<file path="src/design/ssdma_pkg.sv">
package ssdma_pkg;

	localparam logic [15:0] SPRITE_TRIGGER_ADDR = 16'h4014;
	localparam logic [15:0] SPRITE_DATA_ADDR    = 16'h2004;

	// sprite copy sequencer, one-hot
	typedef enum logic [3:0] {
		SP_IDLE  = 4'b0001,
		SP_ARMED = 4'b0010,
		SP_READ  = 4'b0100,
		SP_WRITE = 4'b1000
	} sprite_state_t;

	// sample fetch sequencer, one-hot
	typedef enum logic [3:0] {
		SM_IDLE  = 4'b0001,
		SM_ARMED = 4'b0010,
		SM_DUMMY = 4'b0100,
		SM_READ  = 4'b1000
	} sample_state_t;

	typedef struct packed {
		logic        operation;
		logic [15:0] cpu_address;
		logic [7:0]  cpu_write_data;
		logic        sample_request;
		logic [15:0] sample_address;
		logic [7:0]  bus_read_data;
	} item_t;

	typedef struct packed {
		logic        bus_is_write;
		logic [15:0] bus_address;
		logic [7:0]  bus_write_data;
		logic        cpu_access_done;
		logic        sample_byte_valid;
		logic [7:0]  sample_byte;
	} result_t;

	typedef struct packed {
		logic          cycle_parity;
		sprite_state_t sprite_copy_state;
		sample_state_t sample_fetch_state;
		logic [7:0]    sprite_source_page;
		logic [7:0]    sprite_byte_index;
		logic          dma_active;
		logic          sample_read_issued;
	} dma_state_t;

	// a request only arms an idle fetch
	function automatic sample_state_t take_request(logic req, sample_state_t cur);
		sample_state_t res;
		res = cur;
		if (req && cur == SM_IDLE) begin
			res = SM_ARMED;
		end
		return res;
	endfunction

endpackage

</file>
<file path="src/design/ssdma_item_if.sv">
interface ssdma_item_if;
	logic        valid;
	logic        ready;
	logic        operation;
	logic [15:0] cpu_address;
	logic [7:0]  cpu_write_data;
	logic        sample_request;
	logic [15:0] sample_address;
	logic [7:0]  bus_read_data;

	modport source (
		output valid, operation, cpu_address, cpu_write_data,
		output sample_request, sample_address, bus_read_data,
		input ready
	);
	modport sink (
		input valid, operation, cpu_address, cpu_write_data,
		input sample_request, sample_address, bus_read_data,
		output ready
	);
endinterface

</file>
<file path="src/design/ssdma_result_if.sv">
interface ssdma_result_if;
	logic        valid;
	logic        ready;
	logic        bus_is_write;
	logic [15:0] bus_address;
	logic [7:0]  bus_write_data;
	logic        cpu_access_done;
	logic        sample_byte_valid;
	logic [7:0]  sample_byte;

	modport source (
		output valid, bus_is_write, bus_address, bus_write_data,
		output cpu_access_done, sample_byte_valid, sample_byte,
		input ready
	);
	modport sink (
		input valid, bus_is_write, bus_address, bus_write_data,
		input cpu_access_done, sample_byte_valid, sample_byte,
		output ready
	);
endinterface

</file>
<file path="src/design/ssdma_step.sv">
module ssdma_step (
	input  ssdma_pkg::item_t      it,
	input  ssdma_pkg::dma_state_t cur,
	output ssdma_pkg::dma_state_t nxt,
	output ssdma_pkg::result_t    res
);

	logic get;
	logic used;

	assign get = ~cur.cycle_parity;

	// one bus cycle decision
	always_comb begin
		nxt = cur;
		res = '0;
		res.bus_address = it.cpu_address;
		used = 1'b0;

		// sample byte returns with the item after its read
		if (cur.sample_read_issued) begin
			res.sample_byte_valid = 1'b1;
			res.sample_byte = it.bus_read_data;
			nxt.sample_read_issued = 1'b0;
		end

		if (!cur.dma_active) begin
			if (it.operation) begin
				// cpu write passes through, may arm a sprite copy or a sample fetch
				res.bus_is_write = 1'b1;
				res.bus_write_data = it.cpu_write_data;
				res.cpu_access_done = 1'b1;
				if (it.cpu_address == ssdma_pkg::SPRITE_TRIGGER_ADDR) begin
					nxt.sprite_copy_state = ssdma_pkg::SP_ARMED;
					nxt.sprite_source_page = it.cpu_write_data;
				end
				nxt.sample_fetch_state = ssdma_pkg::take_request(it.sample_request,
					cur.sample_fetch_state);
			end else begin
				// cpu read: halt if anything is armed
				nxt.sample_fetch_state = ssdma_pkg::take_request(it.sample_request,
					cur.sample_fetch_state);
				if (cur.sprite_copy_state != ssdma_pkg::SP_IDLE ||
					nxt.sample_fetch_state != ssdma_pkg::SM_IDLE) begin
					nxt.dma_active = 1'b1;
					if (nxt.sample_fetch_state == ssdma_pkg::SM_ARMED) begin
						nxt.sample_fetch_state = ssdma_pkg::SM_DUMMY;
					end
					if (cur.sprite_copy_state == ssdma_pkg::SP_ARMED) begin
						nxt.sprite_copy_state = ssdma_pkg::SP_READ;
						nxt.sprite_byte_index = '0;
					end
				end else begin
					res.cpu_access_done = 1'b1;
				end
			end
		end else if (cur.sprite_copy_state == ssdma_pkg::SP_IDLE &&
			cur.sample_fetch_state == ssdma_pkg::SM_IDLE) begin
			// halt ends, cpu read repeated
			res.cpu_access_done = 1'b1;
			nxt.dma_active = 1'b0;
			nxt.sample_fetch_state = ssdma_pkg::take_request(it.sample_request,
				cur.sample_fetch_state);
		end else begin
			// sample fetch has priority on get cycles
			case (cur.sample_fetch_state)
				ssdma_pkg::SM_ARMED: begin
					nxt.sample_fetch_state = ssdma_pkg::SM_DUMMY;
				end
				ssdma_pkg::SM_DUMMY: begin
					nxt.sample_fetch_state = ssdma_pkg::SM_READ;
				end
				ssdma_pkg::SM_READ: begin
					if (get) begin
						res.bus_address = it.sample_address;
						nxt.sample_read_issued = 1'b1;
						used = 1'b1;
						nxt.sample_fetch_state = ssdma_pkg::SM_IDLE;
					end
				end
				default: begin
				end
			endcase

			// sprite copy: read on get, write to the data port on put
			case (cur.sprite_copy_state)
				ssdma_pkg::SP_ARMED: begin
					nxt.sprite_copy_state = ssdma_pkg::SP_READ;
					nxt.sprite_byte_index = '0;
				end
				ssdma_pkg::SP_READ: begin
					if (!used && get) begin
						res.bus_address = {cur.sprite_source_page, cur.sprite_byte_index};
						used = 1'b1;
						nxt.sprite_copy_state = ssdma_pkg::SP_WRITE;
					end
				end
				ssdma_pkg::SP_WRITE: begin
					if (!used && !get) begin
						res.bus_is_write = 1'b1;
						res.bus_address = ssdma_pkg::SPRITE_DATA_ADDR;
						res.bus_write_data = it.bus_read_data;
						used = 1'b1;
						nxt.sprite_byte_index = cur.sprite_byte_index + 8'd1;
						if (cur.sprite_byte_index == 8'hFF) begin
							nxt.sprite_copy_state = ssdma_pkg::SP_IDLE;
						end else begin
							nxt.sprite_copy_state = ssdma_pkg::SP_READ;
						end
					end
				end
				default: begin
				end
			endcase

			nxt.sample_fetch_state = ssdma_pkg::take_request(it.sample_request,
				nxt.sample_fetch_state);
		end

		nxt.cycle_parity = ~cur.cycle_parity;
	end

endmodule

</file>
<file path="src/design/sprite_and_sample_dma_bus_controller_core.sv">
// one input register and one result register around the single-pass decision
// logic; an item beat is accepted, then its result beat is registered; one item
// per cycle; both registers stall only while result.ready is low
// reset: arst_n clears the dma state, parity to a get cycle and both valid flags
module sprite_and_sample_dma_bus_controller_core (
	input logic          clk,
	input logic          arst_n,
	ssdma_item_if.sink   item,
	ssdma_result_if.source result
);

	ssdma_pkg::item_t      item_s1;
	logic                  valid_s1;
	ssdma_pkg::result_t    result_q;
	logic                  result_valid_q;
	ssdma_pkg::dma_state_t state_q;
	ssdma_pkg::dma_state_t state_nxt;
	ssdma_pkg::result_t    result_nxt;
	ssdma_pkg::item_t      item_in;
	logic                  advance;

	assign advance = ~result_valid_q | result.ready;
	assign item.ready = ~valid_s1 | advance;

	assign item_in.operation      = item.operation;
	assign item_in.cpu_address    = item.cpu_address;
	assign item_in.cpu_write_data = item.cpu_write_data;
	assign item_in.sample_request = item.sample_request;
	assign item_in.sample_address = item.sample_address;
	assign item_in.bus_read_data  = item.bus_read_data;

	// input register
	always_ff @(posedge clk or negedge arst_n) begin
		if (!arst_n) begin
			valid_s1 <= 1'b0;
		end else if (item.valid && item.ready) begin
			valid_s1 <= 1'b1;
		end else if (advance) begin
			valid_s1 <= 1'b0;
		end
	end

	always_ff @(posedge clk) begin
		if (item.valid && item.ready) begin
			item_s1 <= item_in;
		end
	end

	ssdma_step u_step (
		.it  (item_s1),
		.cur (state_q),
		.nxt (state_nxt),
		.res (result_nxt)
	);

	// dma state advances once per processed item
	always_ff @(posedge clk or negedge arst_n) begin
		if (!arst_n) begin
			state_q.cycle_parity       <= 1'b0;
			state_q.sprite_copy_state  <= ssdma_pkg::SP_IDLE;
			state_q.sample_fetch_state <= ssdma_pkg::SM_IDLE;
			state_q.sprite_source_page <= '0;
			state_q.sprite_byte_index  <= '0;
			state_q.dma_active         <= 1'b0;
			state_q.sample_read_issued <= 1'b0;
			result_valid_q             <= 1'b0;
		end else if (advance) begin
			result_valid_q <= valid_s1;
			if (valid_s1) begin
				state_q <= state_nxt;
			end
		end
	end

	// result register
	always_ff @(posedge clk) begin
		if (advance && valid_s1) begin
			result_q <= result_nxt;
		end
	end

	assign result.valid             = result_valid_q;
	assign result.bus_is_write      = result_q.bus_is_write;
	assign result.bus_address       = result_q.bus_address;
	assign result.bus_write_data    = result_q.bus_write_data;
	assign result.cpu_access_done   = result_q.cpu_access_done;
	assign result.sample_byte_valid = result_q.sample_byte_valid;
	assign result.sample_byte       = result_q.sample_byte;

endmodule

</file>
<file path="src/flat_wrapper.sv">
// flat-port wrapper written by rule: the top's interface ports become plain ports
module sprite_and_sample_dma_bus_controller_core_flat 
  (clk, arst_n, item_valid, item_operation, item_cpu_address, item_cpu_write_data, item_sample_request, item_sample_address, item_bus_read_data, item_ready, result_valid, result_bus_is_write, result_bus_address, result_bus_write_data, result_cpu_access_done, result_sample_byte_valid, result_sample_byte, result_ready);
  ssdma_item_if item_i ();
  ssdma_result_if result_i ();
  input logic clk;
  input logic arst_n;
  input wire logic [$bits(item_i.valid)-1:0] item_valid;
  input wire logic [$bits(item_i.operation)-1:0] item_operation;
  input wire logic [$bits(item_i.cpu_address)-1:0] item_cpu_address;
  input wire logic [$bits(item_i.cpu_write_data)-1:0] item_cpu_write_data;
  input wire logic [$bits(item_i.sample_request)-1:0] item_sample_request;
  input wire logic [$bits(item_i.sample_address)-1:0] item_sample_address;
  input wire logic [$bits(item_i.bus_read_data)-1:0] item_bus_read_data;
  output wire logic [$bits(item_i.ready)-1:0] item_ready;
  output wire logic [$bits(result_i.valid)-1:0] result_valid;
  output wire logic [$bits(result_i.bus_is_write)-1:0] result_bus_is_write;
  output wire logic [$bits(result_i.bus_address)-1:0] result_bus_address;
  output wire logic [$bits(result_i.bus_write_data)-1:0] result_bus_write_data;
  output wire logic [$bits(result_i.cpu_access_done)-1:0] result_cpu_access_done;
  output wire logic [$bits(result_i.sample_byte_valid)-1:0] result_sample_byte_valid;
  output wire logic [$bits(result_i.sample_byte)-1:0] result_sample_byte;
  input wire logic [$bits(result_i.ready)-1:0] result_ready;
  assign item_i.valid = item_valid;
  assign item_i.operation = item_operation;
  assign item_i.cpu_address = item_cpu_address;
  assign item_i.cpu_write_data = item_cpu_write_data;
  assign item_i.sample_request = item_sample_request;
  assign item_i.sample_address = item_sample_address;
  assign item_i.bus_read_data = item_bus_read_data;
  assign item_ready = item_i.ready;
  assign result_valid = result_i.valid;
  assign result_bus_is_write = result_i.bus_is_write;
  assign result_bus_address = result_i.bus_address;
  assign result_bus_write_data = result_i.bus_write_data;
  assign result_cpu_access_done = result_i.cpu_access_done;
  assign result_sample_byte_valid = result_i.sample_byte_valid;
  assign result_sample_byte = result_i.sample_byte;
  assign result_i.ready = result_ready;
  sprite_and_sample_dma_bus_controller_core u_core (.clk(clk), .arst_n(arst_n), .item(item_i), .result(result_i));
endmodule
</file>
<file path="config.mk">
export PLATFORM = sky130hd
export DESIGN_NAME = sprite_and_sample_dma_bus_controller_core_flat
export DESIGN_NICKNAME = d
export VERILOG_FILES = /design/src/design/ssdma_pkg.sv /design/src/design/ssdma_item_if.sv /design/src/design/ssdma_result_if.sv /design/src/design/ssdma_step.sv /design/src/design/sprite_and_sample_dma_bus_controller_core.sv /design/src/flat_wrapper.sv
export SDC_FILE = /design/constraint.sdc
export NUM_CORES = 1
export LEC_CHECK = 0
export BUFFER_PORTS_ARGS = -buffer_cell sky130_fd_sc_hd__buf_2
export CORE_ASPECT_RATIO = 0.8
export CORE_UTILIZATION = 55
export DETAILED_ROUTE_END_ITERATION = 8
export PLACE_DENSITY_LB_ADDON = 0.15
export SYNTH_ARGS = -nofsm -noshare
export SYNTH_HDL_FRONTEND = slang
export SYNTH_SLANG_ARGS = --single-unit
export TNS_END_PERCENT = 50
</file>
<file path="constraint.sdc">
create_clock -name clk -period 3 [get_ports clk]
set_input_delay 0.15 -clock clk [delete_from_list [all_inputs] [get_ports clk]]
set_output_delay 0.15 -clock clk [all_outputs]
set_load 0.05 [all_outputs]
</file>
# ---- Yosys cells after proc, flatten, opt, wreduce, memory -nomap -nowiden
# Index checks and enable logic that the tools add are counted.
dict set report totals {
  register_bits 114
  latchBits 0
  mem_bits_rw 0
  mem_bits_ro 0
  inputBits 54
  out_inout_bits 37
  wordCells 120
  mem_count 0
}
dict set report classes {
  add_sub_neg 1
  n_mul 0
  div 0
  magnitude_cmp 0
  eq_ne 20
  shifts 0
  n_mux 53
  bitwise_logic 6
  reduce_logical 19
}
# op count
set ops {}
lappend ops {{16-bit two-way mux} 4}
lappend ops {{8-bit two-way mux} 8}
lappend ops {{4-bit two-way mux} 14}
lappend ops {{25-bit two-way mux} 2}
lappend ops {{9-bit two-way mux} 5}
lappend ops {{16-bit case mux with 2 select lines} 1}
lappend ops {{4-bit case mux with 3 select lines} 2}
lappend ops {{16-bit by 15-bit == test with 1-bit output, second input constant} 1}
lappend ops {{8-bit case mux with 2 select lines} 1}
lappend ops {{1-bit two-way mux} 15}
lappend ops {{4-bit by 1-bit == test with 1-bit output, second input constant} 3}
lappend ops {{4-bit by 2-bit == test with 1-bit output, second input constant} 3}
lappend ops {{3-bit != test, second input constant} 3}
lappend ops {{9-bit AND reduction} 1}
lappend ops {{8-bit by 1-bit adder with 8-bit output, second input constant} 1}
lappend ops {{4-bit by 3-bit == test with 1-bit output, second input constant} 2}
lappend ops {{4-bit == test, second input constant} 2}
lappend ops {{8-bit == test, second input constant} 1}
lappend ops {{4-bit by 1-bit != test with 1-bit output, second input constant} 2}
lappend ops {{8-bit AND reduction} 1}
lappend ops {{2-bit nonzero test} 4}
lappend ops {{1-bit logical AND} 7}
lappend ops {{3-bit nonzero test} 2}
lappend ops {{5-bit AND reduction} 1}
lappend ops {{other kinds (8)} 13}

# ---- Logic depth before layout (Yosys ltp)
dict set report logic_depth {
  word_depth 10
  depth_mapped 7
}

# ---- Modules after synthesis
# A second synthesis with hierarchy kept.
dict set report unflattened {
  cells_unflattened 343
  area_unflattened_um2 5106.1
}
# mod instances cells_per_inst area_per_inst_um2 seq_area_each_um2
set by_module_without_submodules {}
lappend by_module_without_submodules {sprite_and_sample_dma_bus_controller_core 1 150 3733.6 3280.6}
lappend by_module_without_submodules {ssdma_step 1 193 1372.6 0.0}

# ---- Least setup slack after synthesis
# Ideal clock, no wire load.
dict set report synth_timing {
  kind {register -> register}
  start {register u_core.result_valid_q (netlist: u_core.result.valid)}
  end {register u_core.item_s1[0] (netlist bit), enable pin}
  setup_time_ns 0.413
  t_arrival_ns 2.439
  required_ns 2.587
  path_slack_ns 0.148
  path_stages_with_launch 4
  path_buffers 0
  period_less_slack_ns 2.852
  cell_sequence {dfrtp_1 nor2b_1 nand2_1 and2_1}
}
dict set report synth_between {
  elab_chain_len 4
}
# element line_no
set synth_rtl {}
lappend synth_rtl {{from (decl)} sprite_and_sample_dma_bus_controller_core.sv:15} ;# logic result_valid_q;
lappend synth_rtl {{from (signal assigned)} sprite_and_sample_dma_bus_controller_core.sv:68} ;# result_valid_q <= valid_s1;
lappend synth_rtl {{1-bit inverter} sprite_and_sample_dma_bus_controller_core.sv:22} ;# assign advance = ~result_valid_q | result.ready;
lappend synth_rtl {{1-bit OR} sprite_and_sample_dma_bus_controller_core.sv:22}
lappend synth_rtl {{1-bit OR} sprite_and_sample_dma_bus_controller_core.sv:23} ;# assign item.ready = ~valid_s1 | advance;
lappend synth_rtl {{net item_ready} flat_wrapper.sv:15} ;# output wire logic [$bits(item_i.ready)-1:0] item_ready;
lappend synth_rtl {{1-bit logical AND} sprite_and_sample_dma_bus_controller_core.sv:44} ;# if (item.valid && item.ready) begin
lappend synth_rtl {{to (signal assigned)} sprite_and_sample_dma_bus_controller_core.sv:45} ;# item_s1 <= item_in;
lappend synth_rtl {{to (decl)} sprite_and_sample_dma_bus_controller_core.sv:12} ;# ssdma_pkg::item_t item_s1;
# The timed path passes the listed nets, and every way through them passes these cells.
# A chain may end at the register's enable or synchronous reset.

==> metrics.txt <==
largest net degree at the start of global routing 51; clk buf depth 2; starting density of the core 0.578; worst vdd ir 0.474 mV; WP data required 3.24 ns; FILL cells 485; die area 8880 µm²; First-pass DRT Iterations 5; detailed-route vias per instance 5.77; fin crit share 0.826; CP Launch Point u_core.state_q[1]; origin of the critical flop-to-flop path u_core.state_q[1]; routed vias 3464; Syn Area/Cell 14.4 µm²; unique cell type count in the Yosys netlist 47; Detailed Place HPWL 6410 µm; dpl cells 515; cts bufs inserted 17; Final Setup Violations 0; syn_nets 380; DRT Wirelength 11400 µm; hold_ws 0.218 ns; CP max FO 14; register bit count reported by yosys 114; Antenna diodes 0; # DRC 0; CTS root buffer clkbuf_8; DIE HEIGHT 84.5 µm; crit path DAT 2.72 ns; I/O pin count 91; leading area contributor after synthesis edfxtp_1; EDFF count, synth 85; sequential share of the synthesized area 0.702; area delta synth->final 36.6%; GPL Wtd Cong 0.839; post-layout min period 2.48 ns; first-pass GRT wire length 18100 µm; Synth Flop Type edfxtp_1; final core utilization 0.789; Sink Count 114; Slowest Stage Delay on Critical Path 0.66 ns; All-Layer GR Usage 0.280; RSZ-0062 raised after global routing no; FF+latch area 3280 µm²; CP Class flip-flop to flip-flop; final total power 5.23 mW; initial antenna violation count 0; port bufs 90; FF-to-FF path depth 4; CP cell instances inv_1, a21oi_1, o211ai_1, o2bb2ai_1; post-synthesis cell count 325; NumNets Final 535; Rows 29; CORE AREA 8090 µm²; WL/cell 19.0 µm; min-delay worst type primary input to asynchronous set/reset pin; Clk Latency, worst-skew pair 0.51 ns; CP Launch Type flip-flop; area of the multi-input gates 1310 µm²; vias in the first global route 3417; CP endpoint kind flip-flop; Slew @ Worst Pin 1.30 ns; Setup TNS Final 0 ns; Post-CTS Resized 0; outcome finished clean; Synth area leaders edfxtp_1 (55%), dfrtp_1 (14%), o2bb2ai_1 (2.6%); H-Tree Depth 4; Post-CTS Setup Repair Bufs 0; post-route ant nets 0; First DRT Iteration DRCs 235; Max Fclk 403 MHz; Synth top area share 0.546; hold buffer count at CTS 54; Leakage 2.55 nW; non-filler instance count after layout 600; TritonCTS clock tree done; Die Span X 105 µm; Critical-path top delay cell o211ai_1; max-slew violation count 0; Synth Cell Area 4680 µm²; GRT overflow 0; most common cell after layout, fill and taps aside buf_2; Pwr Density 819 nW/µm²; Slew HR 0.133; most frequent cells in the layout buf_2 (90), edfxtp_1 (85), dlygate4sd3_1 (54), dfrtp_1 (27), nand2_1 (23); Yosys warning count 0; clock edge transition at the registers on the reported setup and hold paths 0.05 ns; layout cell share with drive strength beyond 1 0.291; Setup Skew 0.00787 ns; fraction of registers with async set/reset 0.254; maxcap violations 0; Hold Violations, Final 0
-- stage by stage --
step / setup WS [ns] / area, µm²
6_report: 0.521 / 6390
5_1_grt: 0.342 / 6390
4_1_cts: 0.609 / 6390
3_5_place_dp: 0.648 / 5240
3_3_place_gp: 0.697 / 5240
2_1_floorplan: 0.148 / 4680
-- registers in the layout, summed over array words and instances (netlist names) --
signal	cells
u_core.valid_s1	1
u_core.result.cpu_access_done	1
u_core.result.sample_byte_valid	1
u_core.result.bus_is_write	1
u_core.result.valid	1
u_core.result.sample_byte	8
u_core.result.bus_address	16
u_core.state_q	27
u_core.item_s1	50
u_core.result.bus_write_data	8
-- kinds of logic (layout without fill, tap and decap cells) --
family	after synthesis	after routing	synth area share
fa+ha+maj	1	1	0.00268
buf+inv	21	188	0.0187
xor+xnor	2	2	0.00375
mux	14	14	0.0329
compound gates	78	78	0.127
flops	114	114	0.702
simple gates	95	95	0.113
-- per-layer routing --
layer | part of all wire | track usage
met1 | 0.41 | 0.369
met2 | 0.50 | 0.455
met3 | 0.082 | 0.0784
met4 | 0.012 | 0.0935
met5 | 0 | 0
-- critical path: cells and delay by family (launching register included) --
family                 cells  cell delay (ns)
AO/OA/AOI/OAI              3             1.48
buffers and inverters      1             0.20
flip-flops                 1             0.53
-- cell usage after synthesis, types with 2 or more instances --
master,instances
o22ai_1,2
a221o_1,4
mux2_2,8
xnor2_1,2
a22o_1,8
nand4_1,4
nor2b_1,3
o22a_1,3
clkbuf_1,11
o21ai_0,12
nor4_1,4
dfstp_2,2
nor4b_1,6
a22oi_1,14
edfxtp_1,85
nand2b_1,4
mux2_1,3
a21oi_1,8
nand3_1,7
nor2_1,11
o31ai_1,4
mux2i_1,3
dfrtp_1,27
o2bb2ai_1,14
nand2_1,23
nor3_1,8
or2_2,3
and3_1,7
inv_1,8
and2_1,10
-- worst paths after layout --
check                                           endpoint  slack [ns]
hold reg to reg                      u_core.result.valid        0.53
hold / removal                         u_core.state_q[1]        0.22
setup / recovery           u_core.result.bus_address[15]        0.52
min in group clk                       u_core.item_s1[4]        0.36
max in group asynchronous             u_core.state_q[14]        2.35
setup reg to reg           u_core.result.bus_address[15]        0.52
-- power breakdown --
group	switching (mW)	leakage [nW]	total (mW)	internal [mW]
clock network	0.696	0.291	2.04	1.34
registers	0.189	1.20	2.11	1.92
logic	0.708	1.06	1.09	0.381
total	1.59	2.55	5.23	3.64
-- final cells by class --
type | instances | share of cell area
Inverter | 8 | 0.00470
Tap cell | 108 | 0.0212
Clock buffer | 17 | 0.0649
Timing Repair Buffer | 149 | 0.161
Clock inverter | 14 | 0.0296
Sequential cell | 114 | 0.514
Multi-Input combinational cell | 190 | 0.205
(Power assumes the default switching activity.)
